**src/rtl/assert_macros.svh**
```systemverilog
// ---------------------------------------------------------------------------
// assert_macros.svh
// concurrent assertion helpers, compiled out for synthesis
// ---------------------------------------------------------------------------
`ifndef ASSERT_MACROS_SVH
`define ASSERT_MACROS_SVH

`ifndef SYNTHESIS

`define HHFS_ASSERT(lbl, prop, msg) \
  lbl: assert property (@(posedge clk) disable iff (!rst_n) prop) else $error(msg);

`define HHFS_ASSERT_NEVER(lbl, expr, msg) \
  `HHFS_ASSERT(lbl, !(expr), msg)

`else

`define HHFS_ASSERT(lbl, prop, msg)

`define HHFS_ASSERT_NEVER(lbl, expr, msg)

`endif

`endif

```
**src/rtl/hhfs_pkg.sv**
```systemverilog
// ---------------------------------------------------------------------------
// hhfs_pkg
// shared types, characters and helpers of the header field splitter
// ---------------------------------------------------------------------------
package hhfs_pkg;

  localparam logic [15:0] MaxBytes = 16'hFFFF;

  localparam logic [7:0] ChTab   = 8'h09;
  localparam logic [7:0] ChLf    = 8'h0A;
  localparam logic [7:0] ChCr    = 8'h0D;
  localparam logic [7:0] ChSpace = 8'h20;
  localparam logic [7:0] ChColon = 8'h3A;

  typedef enum logic [5:0] {
    MODE_SKIP    = 6'b000001,
    MODE_NAME    = 6'b000010,
    MODE_SEEKVAL = 6'b000100,
    MODE_VALUE   = 6'b001000,
    MODE_DONE    = 6'b010000,
    MODE_STOPPED = 6'b100000
  } hhfs_mode_t;

  typedef struct packed {
    logic [7:0] data_byte;
    logic       start_of_request;
  } hhfs_item_t;

  typedef struct packed {
    logic        has_header;
    logic [15:0] name_start;
    logic [15:0] name_end;
    logic [15:0] value_start;
    logic [15:0] value_end;
    logic        section_end;
    logic        overflow;
  } hhfs_result_t;

  // space, tab, lf, vt, ff, cr
  function automatic logic is_ws(input logic [7:0] b);
    return (b == ChSpace) || ((b >= ChTab) && (b <= ChCr));
  endfunction

endpackage

```
**src/rtl/hhfs_if.sv**
```systemverilog
// ---------------------------------------------------------------------------
// hhfs_if
// valid/ready channels for request bytes and header results
// ---------------------------------------------------------------------------
interface hhfs_in_if;
  logic       valid;
  logic       ready;
  logic [7:0] data_byte;
  logic       start_of_request;

  modport source (output valid, output data_byte, output start_of_request, input ready);
  modport sink   (input valid, input data_byte, input start_of_request, output ready);
endinterface

interface hhfs_out_if;
  logic        valid;
  logic        ready;
  logic        has_header;
  logic [15:0] name_start;
  logic [15:0] name_end;
  logic [15:0] value_start;
  logic [15:0] value_end;
  logic        section_end;
  logic        overflow;

  modport source (
    output valid, output has_header, output name_start, output name_end,
    output value_start, output value_end, output section_end, output overflow,
    input  ready
  );
  modport sink (
    input  valid, input has_header, input name_start, input name_end,
    input  value_start, input value_end, input section_end, input overflow,
    output ready
  );
endinterface

```
**src/rtl/hhfs_in_stage.sv**
```systemverilog
// ---------------------------------------------------------------------------
// hhfs_in_stage
// input register for one request byte
// ---------------------------------------------------------------------------
module hhfs_in_stage
  import hhfs_pkg::*;
(
  input  logic       clk,
  input  logic       rst_n,
  hhfs_in_if.sink    in_if,
  input  logic       fire,
  output logic       item_valid,
  output hhfs_item_t item
);

  logic       valid_r;
  hhfs_item_t item_r;

  // holds while the parser cannot take the item
  assign in_if.ready = !valid_r || fire;
  assign item_valid  = valid_r;
  assign item        = item_r;

  always_ff @(posedge clk) begin
    if (!rst_n) begin
      valid_r <= 1'b0;
    end else if (in_if.ready) begin
      valid_r <= in_if.valid;
    end
  end

  always_ff @(posedge clk) begin
    if (in_if.ready && in_if.valid) begin
      item_r.data_byte        <= in_if.data_byte;
      item_r.start_of_request <= in_if.start_of_request;
    end
  end

endmodule

```
**src/rtl/hhfs_parser.sv**
```systemverilog
// ---------------------------------------------------------------------------
// hhfs_parser
// per-byte header state update and result forming
// ---------------------------------------------------------------------------
`include "assert_macros.svh"

module hhfs_parser
  import hhfs_pkg::*;
(
  input  logic         clk,
  input  logic         rst_n,
  input  logic         fire,
  input  hhfs_item_t   item,
  output logic         res_valid,
  output hhfs_result_t res
);

  hhfs_mode_t  mode_r, mode_nxt;
  logic [15:0] position_r, position_nxt;
  logic [15:0] name_begin_r, name_begin_nxt;
  logic [15:0] name_colon_r, name_colon_nxt;
  logic [15:0] value_begin_r, value_begin_nxt;
  logic [15:0] value_lpo_r, value_lpo_nxt;
  logic        nl_pending_r, nl_pending_nxt;
  logic        cr_seen_r, cr_seen_nxt;
  logic [1:0]  le_count_r, le_count_nxt;

  always_comb begin
    logic [7:0]  b;
    logic [15:0] pos;
    logic [15:0] pos_inc;
    logic        ws;
    logic        ends;
    hhfs_mode_t  m;

    b   = item.data_byte;
    ws  = is_ws(b);
    res = '0;
    res_valid = 1'b0;

    // start of request clears everything before this byte is looked at
    if (item.start_of_request) begin
      mode_nxt        = MODE_SKIP;
      position_nxt    = '0;
      name_begin_nxt  = '0;
      name_colon_nxt  = '0;
      value_begin_nxt = '0;
      value_lpo_nxt   = '0;
      nl_pending_nxt  = 1'b0;
      cr_seen_nxt     = 1'b0;
      le_count_nxt    = '0;
    end else begin
      mode_nxt        = mode_r;
      position_nxt    = position_r;
      name_begin_nxt  = name_begin_r;
      name_colon_nxt  = name_colon_r;
      value_begin_nxt = value_begin_r;
      value_lpo_nxt   = value_lpo_r;
      nl_pending_nxt  = nl_pending_r;
      cr_seen_nxt     = cr_seen_r;
      le_count_nxt    = le_count_r;
    end

    pos     = position_nxt;
    pos_inc = pos + 16'd1;
    ends    = 1'b0;
    m       = mode_nxt;

    if (mode_nxt == MODE_DONE || mode_nxt == MODE_STOPPED) begin
      // ignored until the next request
    end else if (pos >= MaxBytes) begin
      mode_nxt     = MODE_STOPPED;
      res.overflow = 1'b1;
      res_valid    = 1'b1;
    end else begin
      position_nxt = pos_inc;

      if (b == ChLf) begin
        if (le_count_nxt != 2'd2) begin
          le_count_nxt = le_count_nxt + 2'd1;
        end
      end else if (b == ChCr) begin
        if (cr_seen_nxt) begin
          le_count_nxt = '0;
        end
      end else begin
        le_count_nxt = '0;
      end
      cr_seen_nxt = (b == ChCr);
      ends        = (le_count_nxt == 2'd2);

      // a non-whitespace byte after lf closes the value, else the line folds
      if (m == MODE_VALUE && nl_pending_nxt) begin
        nl_pending_nxt = 1'b0;
        if (!ws) begin
          res.has_header  = 1'b1;
          res.name_start  = name_begin_nxt;
          res.name_end    = name_colon_nxt;
          res.value_start = value_begin_nxt;
          res.value_end   = value_lpo_nxt;
          res_valid       = 1'b1;
          name_begin_nxt  = pos;
          m               = MODE_NAME;
        end
      end

      mode_nxt = m;
      unique case (m)
        MODE_SKIP: begin
          if (b == ChLf) begin
            mode_nxt       = MODE_NAME;
            name_begin_nxt = pos_inc;
          end
        end
        MODE_NAME: begin
          if (b == ChColon) begin
            name_colon_nxt = pos;
            mode_nxt       = MODE_SEEKVAL;
          end
        end
        MODE_SEEKVAL: begin
          if (!ws) begin
            value_begin_nxt = pos;
            value_lpo_nxt   = pos_inc;
            mode_nxt        = MODE_VALUE;
          end
        end
        MODE_VALUE: begin
          if (b == ChLf) begin
            if (ends) begin
              res.has_header  = 1'b1;
              res.name_start  = name_begin_nxt;
              res.name_end    = name_colon_nxt;
              res.value_start = value_begin_nxt;
              res.value_end   = value_lpo_nxt;
              res_valid       = 1'b1;
            end else begin
              nl_pending_nxt = 1'b1;
            end
          end else if (!ws) begin
            value_lpo_nxt = pos_inc;
          end
        end
        default: begin
        end
      endcase

      if (ends) begin
        res.section_end = 1'b1;
        res_valid       = 1'b1;
        mode_nxt        = MODE_DONE;
        nl_pending_nxt  = 1'b0;
      end
    end
  end

  always_ff @(posedge clk) begin
    if (!rst_n) begin
      mode_r        <= MODE_SKIP;
      position_r    <= '0;
      name_begin_r  <= '0;
      name_colon_r  <= '0;
      value_begin_r <= '0;
      value_lpo_r   <= '0;
      nl_pending_r  <= 1'b0;
      cr_seen_r     <= 1'b0;
      le_count_r    <= '0;
    end else if (fire) begin
      mode_r        <= mode_nxt;
      position_r    <= position_nxt;
      name_begin_r  <= name_begin_nxt;
      name_colon_r  <= name_colon_nxt;
      value_begin_r <= value_begin_nxt;
      value_lpo_r   <= value_lpo_nxt;
      nl_pending_r  <= nl_pending_nxt;
      cr_seen_r     <= cr_seen_nxt;
      le_count_r    <= le_count_nxt;
    end
  end

  `HHFS_ASSERT(a_halted_holds,
    fire && !item.start_of_request && (mode_r == MODE_DONE || mode_r == MODE_STOPPED)
      |=> $stable(mode_r) && $stable(position_r),
    "parser left a halted mode without a new request")

  `HHFS_ASSERT(a_overflow_stops,
    fire && res_valid && res.overflow |=> mode_r == MODE_STOPPED,
    "overflow item did not stop the parser")

  `HHFS_ASSERT(a_section_done,
    fire && res_valid && res.section_end |=> mode_r == MODE_DONE,
    "section end did not finish the parser")

  `HHFS_ASSERT_NEVER(a_header_no_overflow,
    res_valid && res.has_header && res.overflow,
    "header item also flagged overflow")

endmodule

```
**src/rtl/hhfs_out_stage.sv**
```systemverilog
// ---------------------------------------------------------------------------
// hhfs_out_stage
// result register driving the output channel
// ---------------------------------------------------------------------------
module hhfs_out_stage
  import hhfs_pkg::*;
(
  input  logic         clk,
  input  logic         rst_n,
  hhfs_out_if.source   out_if,
  input  logic         fire,
  input  logic         res_valid,
  input  hhfs_result_t res,
  output logic         take
);

  logic         valid_r;
  hhfs_result_t res_r;

  // free, or being emptied this cycle
  assign take = !valid_r || out_if.ready;

  assign out_if.valid       = valid_r;
  assign out_if.has_header  = res_r.has_header;
  assign out_if.name_start  = res_r.name_start;
  assign out_if.name_end    = res_r.name_end;
  assign out_if.value_start = res_r.value_start;
  assign out_if.value_end   = res_r.value_end;
  assign out_if.section_end = res_r.section_end;
  assign out_if.overflow    = res_r.overflow;

  always_ff @(posedge clk) begin
    if (!rst_n) begin
      valid_r <= 1'b0;
    end else if (fire) begin
      valid_r <= res_valid;
    end else if (out_if.ready) begin
      valid_r <= 1'b0;
    end
  end

  always_ff @(posedge clk) begin
    if (fire && res_valid) begin
      res_r <= res;
    end
  end

endmodule

```
**src/rtl/http_header_field_splitter_core.sv**
```systemverilog
// path: an accepted byte is held in the input register, parsed, and its result captured in the result register
// throughput: one byte per cycle unless a result stalls, set by the parser state update
// a stalled result holds the input register; the next byte waits on the input channel
// reset: synchronous active-low, empties both register stages and returns the
// parser to skipping the request line; no clearing pass
// ---------------------------------------------------------------------------
// http_header_field_splitter_core
// splits http header fields from a byte stream into name and value offsets
// ---------------------------------------------------------------------------
module http_header_field_splitter_core
  import hhfs_pkg::*;
(
  input  logic       clk,
  input  logic       rst_n,
  hhfs_in_if.sink    in_if,
  hhfs_out_if.source out_if
);

  logic         item_valid;
  hhfs_item_t   item;
  logic         take;
  logic         fire;
  logic         res_valid;
  hhfs_result_t res;

  assign fire = item_valid && take;

  hhfs_in_stage u_in_stage (
    .clk        (clk),
    .rst_n      (rst_n),
    .in_if      (in_if),
    .fire       (fire),
    .item_valid (item_valid),
    .item       (item)
  );

  hhfs_parser u_parser (
    .clk       (clk),
    .rst_n     (rst_n),
    .fire      (fire),
    .item      (item),
    .res_valid (res_valid),
    .res       (res)
  );

  hhfs_out_stage u_out_stage (
    .clk       (clk),
    .rst_n     (rst_n),
    .out_if    (out_if),
    .fire      (fire),
    .res_valid (res_valid),
    .res       (res),
    .take      (take)
  );

endmodule
```
**src/flat_wrapper.sv**
```systemverilog
// flat-port wrapper written by rule: the top's interface ports become plain ports
module http_header_field_splitter_core_flat import hhfs_pkg::*;
  (clk, rst_n, in_if_valid, in_if_data_byte, in_if_start_of_request, in_if_ready, out_if_valid, out_if_has_header, out_if_name_start, out_if_name_end, out_if_value_start, out_if_value_end, out_if_section_end, out_if_overflow, out_if_ready);
  hhfs_in_if in_if_i ();
  hhfs_out_if out_if_i ();
  input  logic clk;
  input  logic rst_n;
  input wire logic [$bits(in_if_i.valid)-1:0] in_if_valid;
  input wire logic [$bits(in_if_i.data_byte)-1:0] in_if_data_byte;
  input wire logic [$bits(in_if_i.start_of_request)-1:0] in_if_start_of_request;
  output wire logic [$bits(in_if_i.ready)-1:0] in_if_ready;
  output wire logic [$bits(out_if_i.valid)-1:0] out_if_valid;
  output wire logic [$bits(out_if_i.has_header)-1:0] out_if_has_header;
  output wire logic [$bits(out_if_i.name_start)-1:0] out_if_name_start;
  output wire logic [$bits(out_if_i.name_end)-1:0] out_if_name_end;
  output wire logic [$bits(out_if_i.value_start)-1:0] out_if_value_start;
  output wire logic [$bits(out_if_i.value_end)-1:0] out_if_value_end;
  output wire logic [$bits(out_if_i.section_end)-1:0] out_if_section_end;
  output wire logic [$bits(out_if_i.overflow)-1:0] out_if_overflow;
  input wire logic [$bits(out_if_i.ready)-1:0] out_if_ready;
  assign in_if_i.valid = in_if_valid;
  assign in_if_i.data_byte = in_if_data_byte;
  assign in_if_i.start_of_request = in_if_start_of_request;
  assign in_if_ready = in_if_i.ready;
  assign out_if_valid = out_if_i.valid;
  assign out_if_has_header = out_if_i.has_header;
  assign out_if_name_start = out_if_i.name_start;
  assign out_if_name_end = out_if_i.name_end;
  assign out_if_value_start = out_if_i.value_start;
  assign out_if_value_end = out_if_i.value_end;
  assign out_if_section_end = out_if_i.section_end;
  assign out_if_overflow = out_if_i.overflow;
  assign out_if_i.ready = out_if_ready;
  http_header_field_splitter_core u_core (.clk(clk), .rst_n(rst_n), .in_if(in_if_i), .out_if(out_if_i));
endmodule
```
**config.mk**
```make
export PLATFORM = sky130hd
export DESIGN_NAME = http_header_field_splitter_core_flat
export DESIGN_NICKNAME = d
export VERILOG_FILES = /design/src/rtl/hhfs_pkg.sv /design/src/rtl/hhfs_if.sv /design/src/rtl/hhfs_in_stage.sv /design/src/rtl/hhfs_parser.sv /design/src/rtl/hhfs_out_stage.sv /design/src/rtl/http_header_field_splitter_core.sv /design/src/flat_wrapper.sv
export VERILOG_INCLUDE_DIRS = /design/src /design/src/rtl
export SDC_FILE = /design/constraint.sdc
export NUM_CORES = 1
export LEC_CHECK = 0
export BUFFER_PORTS_ARGS = -buffer_cell sky130_fd_sc_hd__clkbuf_2
export CAP_MARGIN = 20
export CORE_MARGIN = 2
export CORE_UTILIZATION = 53
export CTS_CLUSTER_SIZE = 8
export DETAILED_ROUTE_END_ITERATION = 10
export HOLD_SLACK_MARGIN = 0.15
export MAX_ROUTING_LAYER = met4
export PLACE_DENSITY = 0.76
export REMOVE_ABC_BUFFERS = 1
export SYNTH_ARGS = -nofsm -noshare
export SYNTH_HDL_FRONTEND = slang
export SYNTH_SLANG_ARGS = --single-unit
export TNS_END_PERCENT = 30
```
**constraint.sdc**
```tcl
create_clock -name clk -period 7.9 [get_ports clk]
set_input_delay 0.79 -clock clk [delete_from_list [all_inputs] [get_ports clk]]
set_output_delay 0.79 -clock clk [all_outputs]
set_load 0.005 [all_outputs]
```
==> results of run 1 <==
state kept, by name (all words and copies together) (netlist names):
name / flops
u_core.u_parser.position_r: 16
u_core.u_out_stage.out_if.section_end: 1
u_core.u_parser.le_count_r: 2
u_core.u_parser.mode_r: 6
u_core.u_out_stage.out_if.valid: 1
u_core.u_out_stage.out_if.overflow: 1
u_core.u_out_stage.out_if.value_start: 16
u_core.u_out_stage.out_if.name_end: 16
u_core.u_parser.name_begin_r: 16
u_core.u_parser.nl_pending_r: 1
u_core.u_in_stage.item_valid: 1
u_core.u_parser.cr_seen_r: 1
u_core.u_out_stage.out_if.name_start: 16
u_core.u_in_stage.item: 9
u_core.u_out_stage.out_if.value_end: 16
u_core.u_parser.value_lpo_r: 16
u_core.u_parser.value_begin_r: 16
u_core.u_parser.name_colon_r: 16
u_core.u_out_stage.out_if.has_header: 1
Yosys cell counts, types with 6 or more instances:
cell	count
nand4_1	8
o21ai_0	35
clkbuf_1	29
a31oi_1	6
a32oi_1	13
o21ai_1	13
nor3_1	11
o21a_1	6
a21o_1	6
a21oi_1	42
nor2_1	30
and2_1	70
mux2i_1	7
nand3_1	18
buf_2	22
nor4_1	10
dfxtp_1	92
inv_1	7
edfxtp_1	76
nand2_1	72
or3_1	6
a2bb2oi_1	8
nor2b_1	14
a22o_1	33
xnor2_1	9
a22oi_1	6
or4_1	6
cells by family (layout without fill, tap and decap cells):
logic type                 Yosys count  after routing  share of synthesized area [%]
xor gates and xnor gates            13             13                          1.484
adders and majority gates            2              2                         0.3261
AOI/OAI and AO/OA                  212            212                          19.78
DFF                                168            168                          53.74
buffers and inverters               65            131                          3.946
and+or+nand+nor                    274            274                          19.81
muxes                                7              7                         0.9131
power groups by stage:
stage | Clock [W] | Combinational, W | Sequential (W)
2_1_floorplan | 0 | 0.0000366 | 0.000938
3_3_place_gp | 0 | 0.0000661 | 0.000935
3_5_place_dp | 0 | 0.0000673 | 0.000936
4_1_cts | 0.000826 | 0.0000675 | 0.000917
5_1_grt | 0.000866 | 0.0000746 | 0.000917
6_report | 0.000820 | 0.0000694 | 0.000917
layer usage:
layer / global-route usage [%] / vias up / routed length [um]
met1: 34.42 / 2995 / 8545
li1: - / 2861 / -
met3: 5.198 / 78 / 1347
met5: - / - / 0
met2: 42.14 / 304 / 9605
met4: 14.87 / 0 / 966
tightest hold or removal path: stages, from the launching register on:
cell,delay [ns]
dfxtp_1,0.31
nand2_1,0.05
a21oi_1,0.05
final cells by class:
type,instances,area [sq um]
Clock buffer,17,425.4
Clock inverter,15,158.9
Fill cell,1161,5246
Inverter,8,30.03
Multi-Input combinational cell,508,3274
Sequential cell,168,4124
Tap cell,180,225.2
Timing Repair Buffer,91,504.2
metrics by stage:
stage | TNS, ns | setup slack (ns)
floorplan | -29.47 | -0.4377
global placement | 0 | 4.210
detailed placement | 0 | 4.214
CTS | 0 | 4.208
global route | 0 | 3.839
finish | 0 | 4.138
worst paths after layout:
kind                        startpoint                         endpoint  slack, ns  cells after the start
max          u_core.u_in_stage.item[0]  u_core.u_parser.name_colon_r[4]       4.14                      9
min          u_core.u_parser.cr_seen_r        u_core.u_parser.cr_seen_r       0.46                      2
max reg2reg  u_core.u_in_stage.item[0]  u_core.u_parser.name_colon_r[4]       4.14                      9
min reg2reg  u_core.u_parser.cr_seen_r        u_core.u_parser.cr_seen_r       0.46                      2
==> out/results.ini, run 1 <==
[floorplan]
core_sq_um=13990
start_util_pct=54.86
die_x_um=124.3
dieArea_sq_um=15460
die_y_um=124.3
io_pins=82
num_rows=43

[power]
vdd_drop_max_v=0.0001309
power_frac_clock_pct=45.4
intPower_w=0.001373
switching_power_w=0.0004331
combPwrFrac_pct=3.8
switching_share_pct=23.97
power_w=0.001807
p_per_area_nw_per_um2=206.6
leakage_nw=3.170
p_seq_share_pct=50.8

[detailed_routing]
first_iter_violations=659
wl_per_cell_um=20.74
dr.pass1.iters=5
viasPerCell=6.320
drtAntennaViolNets=0
drc_errors=0
dr_total_vias=6238
drt-total-wl_um=20470

[synth]
synth_edf_count=76
avgSynthCellArea_sq_um=10.36
synth.top_cell.area_share_pct=29.74
synthTopCellsByArea=edfxtp_1 30%, dfxtp_1 24%, and2_1 5.7%, a22o_1 3.8%, nand2_1 3.5%
post-synth-top-area-cell=edfxtp_1
ys_types=74
synth_seq_cells=168
yosysSeqAreaShare_pct=53.74
synthCells=741
async_reset_ff_share_pct=0
synth_flop_cell=dfxtp_1
synth_warnings=0
syn_area_sq_um=7674

[worst_setup_path]
cp-end-kind=flip-flop
path_cells=buf_4, nor2b_1, ha_1, nand3b_1, or4_1, o21bai_4, a211oi_2, o31ai_4, a22o_1
crit_slowest_cell=or4_1
critPathMaxFanout=56
crit_arrival_ns=4.14
slowest_delay_ns=0.74
critPathTopFamily=compound AO/OA/AOI/OAI gates
path_class=reg2reg
critPathLaunchType=flip-flop
critPathRequiredTime_ns=8.28
worst-path-buf-inv=1

[layout]
layout_common_cells=92 x dfxtp_1, 81 x clkbuf_2, 76 x edfxtp_1, 72 x nand2_1, 70 x and2_1
drive_above_1_share_pct=17.97
antenna_cells=0
area_growth_pct=13.92
stdcell_count=987
layout_commonest_cell=dfxtp_1
final_nets=809
final_area_sq_um=8742
final_core_utilization_pct=62.50

[timing]
setup_viol=0
rsz0062_at_grt=false
hold_viol_final=0
period_minus_slack_ns=3.762
fmax_ghz=0.2658
final.period_utilization_pct=47.63
skew_ns=0.01249
tightest_slew_ns=1.052
finalMaxSlewViolations=0
hold_ws_ns=0.4601
max_slew_margin_pct=29.30

[run]
drv_cap=0

[global_route]
grt-ovfl-total=0
antenna_found_initial=0
grt_max_degree=69
grt_pass1_wl_um=32480
grt_pass1_vias=5977
grtUsageTotal_pct=27.42

[cts]
cts_tree=built
cts.clk_slew.worst_paths_ns=0.07
cts_sinks=168
clock_latency_ns=0.44
cts_hold_buf=0
cts_buffers=17
clk_path_buf_depth=2
cts_resized=0
htreeDepth=4
post_cts_buffers=0
root_buffer=clkbuf_16

[min_path]
min_path_type=reg2reg

[placed_design]
io_buffer_count=81
dpl_cell_area_sq_um=8130
numPlacedInstances=954
dpl.hpwl_um=13730
routabilityCongestion=0.9474

[outcome]
run_status=complete, no violations

No activity file was read; power rests on OpenSTA's default activity.
==> run 2, diff against run 1 <==
Settings changed: CORE_UTILIZATION 53 to 55, PLACE_DENSITY 0.76 to 0.75.
Clock period 7.9 ns to 3.94 ns, I/O delays scaled along.
==> out/results.ini, run 2 (synthesis results as in run 1) <==
[timing]
rsz0062_at_grt=false
tightest_slew_ns=0.7825  ; -0.2693 ns
final.period_utilization_pct=86.30  ; +39 points
max_slew_margin_pct=47.78  ; +18 points
hold_viol_final=0  ; unchanged
fin_tns_setup_ns=0  ; unchanged
finalMaxSlewViolations=0  ; unchanged
period_minus_slack_ns=3.400  ; -0.3622 ns
setup_ws_ns=0.5398  ; -3.598 ns
fmax_ghz=0.2941  ; +11%
setup_viol=0  ; unchanged
skew_ns=0.01243  ; -0.00006260 ns

[global_route]
grt_max_degree=64  ; -7.2%
grt-ovfl-total=0  ; unchanged
grtUsageTotal_pct=29.81  ; +2.4 points
grt_pass1_vias=6045  ; +1.1%
antenna_found_initial=0  ; unchanged
grt_pass1_wl_um=32580  ; +0.32%

[worst_setup_path]
critPathMaxFanout=14  ; -75%
crit_arrival_ns=3.73  ; -0.41 ns
path_class=reg2reg
cp-end-kind=flip-flop
critPathLaunchType=flip-flop
critPathRequiredTime_ns=4.27  ; -4.01 ns

[placed_design]
dp_slack_ns=0.6335  ; -3.580 ns
numPlacedInstances=966  ; +1.3%
dpl.hpwl_um=13890  ; +1.2%
io_buffer_count=81  ; unchanged
routabilityCongestion=0.9898  ; +4.5%

[layout]
layout_common_cells=92 x dfxtp_1, 81 x clkbuf_2, 76 x edfxtp_1, 72 x nand2_1, 70 x and2_1
layout_commonest_cell=dfxtp_1
final_core_utilization_pct=64.63  ; +2.1 points
drive_above_1_share_pct=18.72  ; +0.75 points
antenna_cells=0  ; unchanged
area_growth_pct=16.01
stdcell_count=1008  ; +2.1%
num-fill-cells=1111  ; -4.3%
final_nets=830  ; +2.6%

[power]
p_per_area_nw_per_um2=405.1  ; +96%
leakage_nw=3.277  ; +3.4%
vdd_drop_max_v=0.0002829  ; +120%
power_w=0.003606  ; +100%

[floorplan]
core_sq_um=13770  ; -1.5%
die_x_um=122.1  ; -1.8%
num_rows=43  ; unchanged
start_util_pct=55.71  ; +0.86 points
dieArea_sq_um=14910  ; -3.5%
io_pins=82  ; unchanged
die_y_um=122.1  ; -1.8%

[cts]
cts_sinks=168  ; unchanged
root_buffer=clkbuf_16
clk_path_buf_depth=2  ; unchanged
cts_resized=0  ; unchanged
htreeDepth=4  ; unchanged
cts.clk_slew.worst_paths_ns=0.06  ; about the same
cts_tree=built
cts_buffers=17  ; unchanged
clock_latency_ns=0.43  ; about the same

[detailed_routing]
wl_per_cell_um=20.57  ; -0.81%
drc_errors=0  ; unchanged
drtAntennaViolNets=0  ; unchanged
first_iter_violations=641  ; -2.7%
dr.pass1.iters=5  ; unchanged
drt-total-wl_um=20730  ; +1.3%
viasPerCell=6.315  ; about the same
dr_total_vias=6366  ; +2.1%

[run]
drv_cap=0  ; unchanged

[outcome]
run_status=complete, no violations

[min_path]
min_path_type=in2reg

run 2: cell count changes in the layout (fill, tap and decap cells not counted), moves of 2 or more:
cell | previous run | this run
clkinv_2 | 0 | 2
buf_12 | 0 | 2
buf_4 | 8 | 20
clkinv_4 | 1 | 4
clkinvlp_4 | 5 | 1
dlygate4sd3_1 | 0 | 8
inv_6 | 5 | 3
run 2: final cells by class:
cell class	instances	area [sq um]	area share (%)
Timing Repair Buffer	112	686.9	7.716
Sequential cell	168	4124	46.32
Tap cell	180	225.2	2.530
Clock buffer	18	429.2	4.821
Inverter	8	30.03	0.3373
Clock inverter	14	142.6	1.602
Multi-Input combinational cell	508	3264	36.67
run 2: worst max-delay path: stages (launching register included):
cell and delay, ns:
edfxtp_1 0.52, nor2b_1 0.30, ha_1 0.43, nand3b_1 0.20
or4_1 0.56, buf_4 0.19, o21ba_4 0.26, and2_4 0.17
o211a_1 0.44, o32ai_1 0.22
run 2: metrics by stage:
step | hold slack (ns) | area, sq um
2_1_floorplan | 0.4337 | 7401
3_3_place_gp | 0.4458 | 8219
3_5_place_dp | 0.4522 | 8219
4_1_cts | 0.1678 | 8871
5_1_grt | 0.1760 | 8902
6_report | 0.2060 | 8902
run 2: report_power, final:
part           total [W]  switching (W)  leakage, nW  internal [W]
logic           0.000153       0.000103         1.43     0.0000493
registers        0.00184      0.0000178         1.56       0.00182
clock network    0.00161       0.000723        0.281      0.000889
run 2: routing by layer:
layer	share of wire [%]	wire [um]	track usage [%]	vias up
met5	0	0	-	-
met4	3.6	754	13.00	0
met3	7.9	1631	5.852	61
met2	48	9900	47.07	353
met1	41	8445	37.39	3037
li1	-	-	-	2915
run 2: path summary, 6_finish.rpt:
kind,start,slack [ns],cells after the start,to
hold reg to reg,u_core.u_parser.value_lpo_r[14],0.46,2,u_core.u_parser.value_lpo_r[14]
hold / removal,in_if_start_of_request,0.21,1,u_core.u_in_stage.item[0]
setup / recovery,u_core.u_in_stage.item[0],0.54,9,u_core.u_parser.value_lpo_r[2]
setup reg to reg,u_core.u_in_stage.item[0],0.54,9,u_core.u_parser.value_lpo_r[2]
run 2: timing repair:
action / in CTS / in global routing
hold endpoints to repair: 8 / 0
buffers inserted: 0 / 0
hold buffers: 8 / 0
